--- config.mk ---
export PLATFORM = sky130hd
export DESIGN_NAME = sha512_round
export DESIGN_NICKNAME = d
export VERILOG_FILES = /design/src/hdl/sha512_pkg.sv /design/src/hdl/sha512_round.sv
export SDC_FILE = /design/constraint.sdc
export NUM_CORES = 1
export LEC_CHECK = 0
export ABC_AREA = 0
export BUFFER_PORTS_ARGS = -buffer_cell sky130_fd_sc_hd__buf_2
export CORE_AREA = 2 2 422 424
export DETAILED_ROUTE_END_ITERATION = 16
export DIE_AREA = 0 0 424 426
export PLACE_DENSITY_LB_ADDON = 0.12
export SLEW_MARGIN = 10
export SYNTH_ARGS = -nofsm -noshare
export SYNTH_HDL_FRONTEND = slang
export SYNTH_SLANG_ARGS = --single-unit
--- constraint.sdc ---
create_clock -name vclk -period 7.8
set_input_delay 0.78 -clock vclk [all_inputs]
set_output_delay 0.78 -clock vclk [all_outputs]
set_load 0.02 [all_outputs]
--- src/hdl/sha512_pkg.sv ---
`timescale 1ns / 1ps
// package for the sha-512 / sha-384 engine: payload types, round constants,
// initial values and the register address. no dependencies.
package sha512_pkg;

    typedef struct packed {
        logic [63:0] message_word;
        logic [3:0]  valid_bytes;
        logic        last;
    } t_in_item;

    typedef struct packed {
        logic [63:0] digest_word;
        logic [2:0]  word_index;
        logic        last_word;
    } t_out_item;

    localparam logic [1:0] REG_HASH_MODE = 2'd0;

    function automatic logic [63:0] round_k(input logic [6:0] r);
        logic [63:0] k;
        case (r)
            7'd0: k = 64'h428a2f98d728ae22;  7'd1: k = 64'h7137449123ef65cd;
            7'd2: k = 64'hb5c0fbcfec4d3b2f;  7'd3: k = 64'he9b5dba58189dbbc;
            7'd4: k = 64'h3956c25bf348b538;  7'd5: k = 64'h59f111f1b605d019;
            7'd6: k = 64'h923f82a4af194f9b;  7'd7: k = 64'hab1c5ed5da6d8118;
            7'd8: k = 64'hd807aa98a3030242;  7'd9: k = 64'h12835b0145706fbe;
            7'd10: k = 64'h243185be4ee4b28c; 7'd11: k = 64'h550c7dc3d5ffb4e2;
            7'd12: k = 64'h72be5d74f27b896f; 7'd13: k = 64'h80deb1fe3b1696b1;
            7'd14: k = 64'h9bdc06a725c71235; 7'd15: k = 64'hc19bf174cf692694;
            7'd16: k = 64'he49b69c19ef14ad2; 7'd17: k = 64'hefbe4786384f25e3;
            7'd18: k = 64'h0fc19dc68b8cd5b5; 7'd19: k = 64'h240ca1cc77ac9c65;
            7'd20: k = 64'h2de92c6f592b0275; 7'd21: k = 64'h4a7484aa6ea6e483;
            7'd22: k = 64'h5cb0a9dcbd41fbd4; 7'd23: k = 64'h76f988da831153b5;
            7'd24: k = 64'h983e5152ee66dfab; 7'd25: k = 64'ha831c66d2db43210;
            7'd26: k = 64'hb00327c898fb213f; 7'd27: k = 64'hbf597fc7beef0ee4;
            7'd28: k = 64'hc6e00bf33da88fc2; 7'd29: k = 64'hd5a79147930aa725;
            7'd30: k = 64'h06ca6351e003826f; 7'd31: k = 64'h142929670a0e6e70;
            7'd32: k = 64'h27b70a8546d22ffc; 7'd33: k = 64'h2e1b21385c26c926;
            7'd34: k = 64'h4d2c6dfc5ac42aed; 7'd35: k = 64'h53380d139d95b3df;
            7'd36: k = 64'h650a73548baf63de; 7'd37: k = 64'h766a0abb3c77b2a8;
            7'd38: k = 64'h81c2c92e47edaee6; 7'd39: k = 64'h92722c851482353b;
            7'd40: k = 64'ha2bfe8a14cf10364; 7'd41: k = 64'ha81a664bbc423001;
            7'd42: k = 64'hc24b8b70d0f89791; 7'd43: k = 64'hc76c51a30654be30;
            7'd44: k = 64'hd192e819d6ef5218; 7'd45: k = 64'hd69906245565a910;
            7'd46: k = 64'hf40e35855771202a; 7'd47: k = 64'h106aa07032bbd1b8;
            7'd48: k = 64'h19a4c116b8d2d0c8; 7'd49: k = 64'h1e376c085141ab53;
            7'd50: k = 64'h2748774cdf8eeb99; 7'd51: k = 64'h34b0bcb5e19b48a8;
            7'd52: k = 64'h391c0cb3c5c95a63; 7'd53: k = 64'h4ed8aa4ae3418acb;
            7'd54: k = 64'h5b9cca4f7763e373; 7'd55: k = 64'h682e6ff3d6b2b8a3;
            7'd56: k = 64'h748f82ee5defb2fc; 7'd57: k = 64'h78a5636f43172f60;
            7'd58: k = 64'h84c87814a1f0ab72; 7'd59: k = 64'h8cc702081a6439ec;
            7'd60: k = 64'h90befffa23631e28; 7'd61: k = 64'ha4506cebde82bde9;
            7'd62: k = 64'hbef9a3f7b2c67915; 7'd63: k = 64'hc67178f2e372532b;
            7'd64: k = 64'hca273eceea26619c; 7'd65: k = 64'hd186b8c721c0c207;
            7'd66: k = 64'heada7dd6cde0eb1e; 7'd67: k = 64'hf57d4f7fee6ed178;
            7'd68: k = 64'h06f067aa72176fba; 7'd69: k = 64'h0a637dc5a2c898a6;
            7'd70: k = 64'h113f9804bef90dae; 7'd71: k = 64'h1b710b35131c471b;
            7'd72: k = 64'h28db77f523047d84; 7'd73: k = 64'h32caab7b40c72493;
            7'd74: k = 64'h3c9ebe0a15c9bebc; 7'd75: k = 64'h431d67c49c100d4c;
            7'd76: k = 64'h4cc5d4becb3e42b6; 7'd77: k = 64'h597f299cfc657e2a;
            7'd78: k = 64'h5fcb6fab3ad6faec; 7'd79: k = 64'h6c44198c4a475817;
            default: k = 64'h0;
        endcase
        return k;
    endfunction

    function automatic logic [63:0] hash_iv(input logic mode, input logic [2:0] i);
        logic [63:0] v;
        case ({mode, i})
            4'd0: v = 64'h6a09e667f3bcc908;  4'd1: v = 64'hbb67ae8584caa73b;
            4'd2: v = 64'h3c6ef372fe94f82b;  4'd3: v = 64'ha54ff53a5f1d36f1;
            4'd4: v = 64'h510e527fade682d1;  4'd5: v = 64'h9b05688c2b3e6c1f;
            4'd6: v = 64'h1f83d9abfb41bd6b;  4'd7: v = 64'h5be0cd19137e2179;
            4'd8: v = 64'hcbbb9d5dc1059ed8;  4'd9: v = 64'h629a292a367cd507;
            4'd10: v = 64'h9159015a3070dd17; 4'd11: v = 64'h152fecd8f70e5939;
            4'd12: v = 64'h67332667ffc00b31; 4'd13: v = 64'h8eb44a8768581511;
            4'd14: v = 64'hdb0c2e0d64f98fa7; 4'd15: v = 64'h47b5481dbefa4fa4;
            default: v = 64'h0;
        endcase
        return v;
    endfunction

endpackage

--- src/hdl/sha512_round.sv ---
`timescale 1ns / 1ps
// one sha-512 round: working variables a..h and the round word in, next a..h out.
// depends on sha512_pkg.
module sha512_round (
    input  logic [511:0] i_vars,
    input  logic [63:0]  i_wk,
    output logic [511:0] o_vars
);
    import sha512_pkg::*;

    logic [63:0] a, b, c, d, e, f, g, h, t1, t2, s0, s1;

    always_comb begin
        {a, b, c, d, e, f, g, h} = i_vars;
        s1 = {e[13:0], e[63:14]} ^ {e[17:0], e[63:18]} ^ {e[40:0], e[63:41]};
        s0 = {a[27:0], a[63:28]} ^ {a[33:0], a[63:34]} ^ {a[38:0], a[63:39]};
        // i_wk already holds k plus w
        t1 = h + s1 + ((e & f) ^ (~e & g)) + i_wk;
        t2 = s0 + ((a & b) ^ (a & c) ^ (b & c));
        o_vars = {t1 + t2, a, b, c, d + t1, e, f, g};
    end
endmodule
==> results_dict.tcl, run 1 <==
set metrics [dict create \
    status "finished, violations left" \
    violations "setup timing" \
    cp_common_cell "buf_4" \
    synthToLayoutAreaGrowth_pct 73.4 \
    post-route-period-util_pct 114 \
    cp.required_ns 7.02 \
    tightest_slew_ns 1.12 \
    ys_top_cells_by_area "fa_1 17%, buf_4 13%, ha_1 10%, xnor2_1 9.9%, inv_1 7.6%" \
    io_buffers 1088 \
    grt_overflow 0 \
    die_h_um 426 \
    max-cap-violations 0 \
    ant_nets 0 \
    drc_errors 0 \
    synth_cell_types 87 \
    pre_cts_ws_ns -1.84 \
    die_w_um 424 \
    finalSetupViolations 66 \
    grt_pass1_wl_mm 237 \
    cpPeakStageDelay_ns 0.52 \
    syn_inst 2982 \
    yosysSeqAreaShare_pct 0 \
    die-area_um2 181000 \
    drt_wl_total_mm 181 \
    timing.hold.ws_ns 1.79 \
    setup_tns_ns -34.71 \
    vias 26326 \
    antenna_found_initial 61 \
    yosys.area.top_type "fa_1" \
    grt_max_degree 9 \
    crit_arrival_ns 8.08 \
    seq_area_um2 0 \
    crit_path_start_kind "input port" \
    fin_ws_ns -1.06 \
    globalplace.congestion 0.909 \
    coreArea_um2 176000 \
    synth_area_per_cell_um2 7.63 \
    synthAdderAreaFrac_pct 27.3 \
    slew_viol_final 0 \
    initial_core_util_pct 12.9 \
    post_dp_cell_area_um2 35200 \
    nClkBuffers 0 \
    crit_path_top_delay_cell "fa_1" \
    critPathTopFamily "adder cells" \
    clock.fmax_mhz 113 \
    yosysWarnings 0 \
    rsz0062_at_grt "yes" \
    cp-end-kind "primary output" \
    synth_top_family_by_area "adder cells" \
    relSlewSlack_pct 24.8 \
    synth-xor-area-share_pct 17.4 \
    hold_violations 0 \
    finalCriticalPeriod_ns 8.86 \
    place_hpwl_mm 170 \
    synth_compound_area_share_pct 21.2 \
    path_max_fanout 4 \
    io_pins 1088 \
    synth_top_area_share_pct 16.8 \
    synth.area.mux_share_pct 2.99 \
    critPathBufInv 9 \
    worstSetupPathType "input port to primary output" \
    drive_gt1_share_pct 55.0 \
    grt_pass1_vias 27585 \
    drt-initial-drc-count 985 \
    num_rows 154 \
    stdcell_area_um2 39400 \
    via_per_inst 3.76 \
    first_pass_iters 5 \
    nNetsFinal 5599 \
    syn_nets 3937 \
    syn_area_um2 22700 \
    min_path_type "input port to primary output" \
    track_usage_pct 19.2 \
    post_drt_wl_per_cell_um 25.9 \
    synthSimpleGateAreaFrac_pct 9.59 \
    seq_cell_count 0 \
]
-- logic make-up after synthesis --
kind of cell	Yosys count
buffers and inverters	917
AO/OA/AOI/OAI	734
XOR/XNOR	450
AND/OR/NAND/NOR	433
adder cells (fa/ha/maj)	382
multiplexers	66
-- synthesized netlist by cell type, drive strengths merged, types with 18 or more instances --
library cell	count
a21o	195
buf	390
mux2i	50
fa	191
nand3	42
nand4	44
o21bai	37
and3	22
nor2b	20
xnor2	258
a21oi	205
nand2	114
nor3	32
xor2	191
inv	460
a31oi	18
nor2	92
ha	188
o21ai	151
clkbuf	67
-- through the flow --
step,utilization (%),instances
3_5_place_dp,20.0,6882
5_1_grt,22.4,6987
6_report,22.4,6995
3_3_place_gp,20.0,6882
4_1_cts,21.5,6934
2_1_floorplan,-,2982
-- metal layers --
metal / GRT usage [%] / wire length (um) / vias to the layer above
met1: 22.0 / 72300 / 12586
met2: 37.2 / 97100 / 691
met5: 0 / 106 / -
li1: - / - / 12839
met4: 5.64 / 7050 / 18
met3: 1.56 / 4860 / 192
-- worst paths after layout --
path,startpoint,to,depth (start not counted)
min,i_vars[185],o_vars[121],2
max,i_vars[248],o_vars[511],32
-- cell usage in the layout (no fill, tap or decap), types with 20 or more instances in the layout --
cell type,Yosys,routed
ha_4,0,35
nand4_1,44,44
nand3_1,42,36
o21ai_0,145,103
xnor2_2,0,49
a21o_1,194,191
buf_4,384,988
xnor2_1,258,200
fa_1,191,186
o21bai_1,37,31
inv_2,0,33
xor2_1,191,161
nand2_1,114,104
nor2_1,92,75
o21ai_1,4,20
buf_2,6,1000
mux2i_1,50,50
a21oi_1,201,146
o21ai_2,2,23
inv_1,460,426
buf_6,0,110
a21oi_2,4,47
ha_1,188,144
-- cell type report --
type	count	area [um2]
well taps	2340	2930
repair buffers	2117	14000
diodes	13	32.5
multi-input cells	2065	20700
inverters	460	1730
fillers	19942	136000
-- what timing repair did --
item	CTS	global route
buffers inserted	60	59
setup endpoints to repair	93	81
gates resized for setup	471	263
hold buffers	0	0
pin swaps	202	195
Power of run 1 is left out: the tool's default activity adds up to more than one toggle a clock period on the data nets, which glitch-free logic cannot reach.
==> run 2, diff against run 1 <==
--- a/config.mk
+++ b/config.mk
@@ -11,6 +11,7 @@
 export DETAILED_ROUTE_END_ITERATION = 16
 export DIE_AREA = 0 0 424 426
 export PLACE_DENSITY_LB_ADDON = 0.12
+export SETUP_SLACK_MARGIN = 0.05
 export SLEW_MARGIN = 10
 export SYNTH_ARGS = -nofsm -noshare
 export SYNTH_HDL_FRONTEND = slang
==> results_dict.tcl, run 2 (synthesized netlist as in run 1, its figures left out) <==
set metrics [dict create \
    cp.required_ns 7.02 \
    grt_pass1_vias 27652 \
    rsz0062_at_grt "yes" \
    hold_violations 0 \
    slew_viol_final 0 \
    die_w_um 424 \
    via_per_inst 3.76 \
    post_drt_wl_per_cell_um 26.0 \
    coreArea_um2 176000 \
    crit_arrival_ns 8.15 \
    nNetsFinal 5602 \
    finalCriticalPeriod_ns 8.93 \
    fillers 19766 \
    antenna_found_initial 58 \
    drt_wl_total_mm 182 \
    startpoint "i_vars[220]" \
    place_hpwl_mm 170 \
    die_h_um 426 \
    path_max_fanout 4 \
    crit_path_top_delay_cell "fa_1" \
    initial_core_util_pct 12.9 \
    die-area_um2 181000 \
    grt_overflow 0 \
    drc_errors 0 \
    timing.hold.ws_ns 1.79 \
    cp-end-kind "primary output" \
    io_pins 1088 \
    globalplace.congestion 0.896 \
    max-cap-violations 0 \
    vias 26301 \
    synthToLayoutAreaGrowth_pct 76.5 \
    min_path_type "input port to primary output" \
    worstSetupPathType "input port to primary output" \
    fin_ws_ns -1.13 \
    status "finished, violations left" \
    relSlewSlack_pct 16.0 \
    layout_commonest_cell "buf_2" \
    cts_hold_buf 0 \
    violations "setup timing" \
    io_buffers 1088 \
    crit_path_start_kind "input port" \
    critPathTopFamily "compound AO/OA/AOI/OAI gates" \
    critPathBufInv 9 \
    seq_cell_count 0 \
    multi_input_area_um2 21300 \
    seq_area_um2 0 \
    clock.fmax_mhz 112 \
    grt_max_degree 9 \
    finalSetupViolations 61 \
    tightest_slew_ns 1.25 \
    min_from "i_vars[187]" \
    num_rows 154 \
    grt_pass1_wl_mm 237 \
    nClkBuffers 0 \
    cpPeakStageDelay_ns 0.54 \
    drt-initial-drc-count 1021 \
    most-common-layout-cells "987 x buf_2, 972 x buf_4, 414 x inv_1" \
    track_usage_pct 19.2 \
    ant_nets 0 \
    post-route-period-util_pct 115 \
    first_pass_iters 5 \
    drive_gt1_share_pct 56.9 \
    fin_util_pct 22.8 \
]
==> run 2: changes by cell type in the layout (fill, tap and decap cells not counted), sizes merged <==
cell,change
clkbuf,+7
buf,-4
clkinvlp,+3
inv,-3
diode,-2
==> run 2: what timing repair did <==
item | 4_1_cts | 5_1_grt
gates resized for setup | 444 | 426
setup endpoints to repair | 95 | 91
pin swaps | 192 | 268
buffers inserted | 53 | 67
==> run 2: final timing paths <==
kind,end,slack (ns),cells after the start
worst min-delay path,o_vars[123],1.79,2
worst max-delay path,o_vars[511],-1.13,34
==> run 2: layout make-up <==
type                       count  area share [%]
tap                         2340            7.30
multi-input combinational   2065            53.0
timing repair buffer        2120            35.2
inverter                     460            4.36
antenna                       11          0.0686
==> run 2: per-stage QoR <==
step,area (um2),TNS [ns],instances,setup WS [ns]
after floorplan,23000,-0.122,2982,-0.0973
after global routing,40100,-47.54,6991,-1.39
final,40100,-28.62,6996,-1.13
after detailed placement,35300,-84.13,6887,-1.88
after global placement,35300,-84.65,6887,-1.86
after CTS,37700,-34.56,6934,-1.25
==> run 2: layer usage <==
metal	vias to the layer above	routed length (um)	GRT usage, %
met2	703	99000	37.9
li1	12820	-	-
met5	-	80	0
met4	14	5600	4.45
met3	170	5370	1.70
met1	12594	71700	21.8
Power of run 2 is left out for the same reason.
==> run 3, diff against run 2 <==
--- a/config.mk
+++ b/config.mk
@@ -5,11 +5,11 @@
 export SDC_FILE = /design/constraint.sdc
 export NUM_CORES = 1
 export LEC_CHECK = 0
-export ABC_AREA = 0
+export ABC_AREA = 1
 export BUFFER_PORTS_ARGS = -buffer_cell sky130_fd_sc_hd__buf_2
-export CORE_AREA = 2 2 422 424
+export CORE_AREA = 2 2 418 420
 export DETAILED_ROUTE_END_ITERATION = 16
-export DIE_AREA = 0 0 424 426
+export DIE_AREA = 0 0 420 422
 export PLACE_DENSITY_LB_ADDON = 0.12
 export SETUP_SLACK_MARGIN = 0.05
 export SLEW_MARGIN = 10
==> results_dict.tcl, run 3 <==
set metrics [dict create \
    syn_inst 4134 \
    drt-met1-wl_mm 83.2 \
    io_pins 1088 \
    clock.fmax_mhz 131 \
    most-common-layout-cells "1,148 x buf_4, 1,056 x buf_2, 766 x inv_1" \
    max-cap-violations 0 \
    grt_max_degree 7 \
    fin_ws_ns 0.191 \
    crit_path_start_kind "input port" \
    yosys.area.top_type "fa_1" \
    drt_wl_total_mm 217 \
    startpoint "i_vars[232]" \
    synth_cell_types 50 \
    seq_area_um2 0 \
    die-area_um2 177000 \
    hold_path_end "o_vars[114]" \
    hold_violations 0 \
    worstSetupPathType "input port to primary output" \
    min_path_cells 2 \
    track_usage_pct 23.5 \
    post-route-period-util_pct 97.6 \
    die_h_um 422 \
    min_from "i_vars[178]" \
    layout_commonest_cell "buf_4" \
    finalCriticalPeriod_ns 7.61 \
    finalSetupViolations 0 \
    drt-initial-drc-count 1387 \
    io_buffers 1088 \
    ant_nets 0 \
    grt_pass1_vias 34744 \
    syn_nets 5089 \
    ys_top_cells_by_area "fa_1 15%, inv_1 12%, buf_4 11%, nand2_1 9.5%, ha_1 9.0%" \
    cp-end-kind "primary output" \
    crit_path_top_delay_cell "fa_1" \
    synth_top_area_share_pct 14.6 \
    post_drt_wl_per_cell_um 26.0 \
    path_max_fanout 3 \
    rsz0062_at_grt "yes" \
    crit_arrival_ns 6.83 \
    initial_core_util_pct 15.2 \
    cts_hold_buf 0 \
    coreArea_um2 173000 \
    place_hpwl_mm 204 \
    drc_errors 0 \
    via_per_inst 3.97 \
    critPathTopFamily "adder cells" \
    synth_most_common_cell "inv_1" \
    globalplace.congestion 1.03 \
    fillers 19858 \
    relSlewSlack_pct 36.4 \
    synthToLayoutAreaGrowth_pct 71.1 \
    syn_area_um2 26200 \
    antenna_found_initial 40 \
    num_rows 153 \
    status "complete, no violations" \
    yosysWarnings 0 \
    synth_common_cells "815 x inv_1, 662 x nand2_1, 387 x nor2_1" \
    seq_cell_count 0 \
    die_w_um 420 \
    critPathBufInv 12 \
    first_pass_iters 5 \
    stdcell_area_um2 44900 \
    grt_overflow 0 \
    wl_met2_mm 117 \
    tightest_slew_ns 0.952 \
    highest_layer "met5" \
    nNetsFinal 6948 \
    routed-wl-met3_mm 7.96 \
    cpPeakStageDelay_ns 0.54 \
    drive_gt1_share_pct 50.1 \
    nClkBuffers 0 \
    post_dp_cell_area_um2 40400 \
    yosysSeqAreaShare_pct 0 \
    cp.required_ns 7.02 \
    slew_viol_final 0 \
    synth_area_per_cell_um2 6.34 \
    grt_pass1_wl_mm 285 \
    min_path_type "input port to primary output" \
    vias 33023 \
    pre_cts_ws_ns -0.925 \
]
[run 3: how the worst max path moves through the flow]
stage             endpoint  slack [ns]  cells past startpoint
2_1_floorplan  o_vars[494]        1.06                     32
3_3_place_gp   o_vars[511]       -1.05                     32
3_5_place_dp   o_vars[511]       -0.92                     32
4_1_cts        o_vars[511]       0.003                     36
5_1_grt        o_vars[507]       -0.03                     34
6_report       o_vars[511]        0.19                     37
[run 3: cell type report]
cell class | instances | area [um2] | area share, %
multi-input cells | 2885 | 23800 | 53.1
repair buffers | 2278 | 15000 | 33.4
inverters | 828 | 3120 | 6.95
well taps | 2325 | 2910 | 6.48
diodes | 10 | 25.0 | 0.0558
[run 3: repair_timing]
item | 4_1_cts | 5_1_grt
pin swaps | 71 | 219
resized for setup | 278 | 614
buffers inserted | 26 | 38
endpoints found under the setup margin | 72 | 71
gates cloned | 0 | 0
[run 3: cell families after synthesis]
group,count (synthesis),synth area share [%]
adders and majority gates,381,23.6
buffers and inverters,1249,23.4
xor gates and xnor gates,408,13.7
and+or+nand+nor,1341,21.6
AOI/OAI and AO/OA,692,15.3
muxes,63,2.48
[run 3: metal layers]
metal,vias to the layer above,global-route usage [%]
met5,-,0
met4,28,7.31
met3,182,2.55
met2,850,46.0
met1,15745,25.9
li1,16218,-
[run 3: metrics by stage]
stage / hold WS (ns) / utilization [%] / std cells / setup TNS [ns]
after floorplan: 1.67 / - / 4134 / 0
after global placement: 1.79 / 23.3 / 8253 / -29.64
after detailed placement: 1.79 / 23.3 / 8253 / -28.72
after CTS: 1.79 / 24.2 / 8279 / 0
after global routing: 1.80 / 25.9 / 8322 / -0.0644
final: 1.79 / 26.0 / 8326 / 0
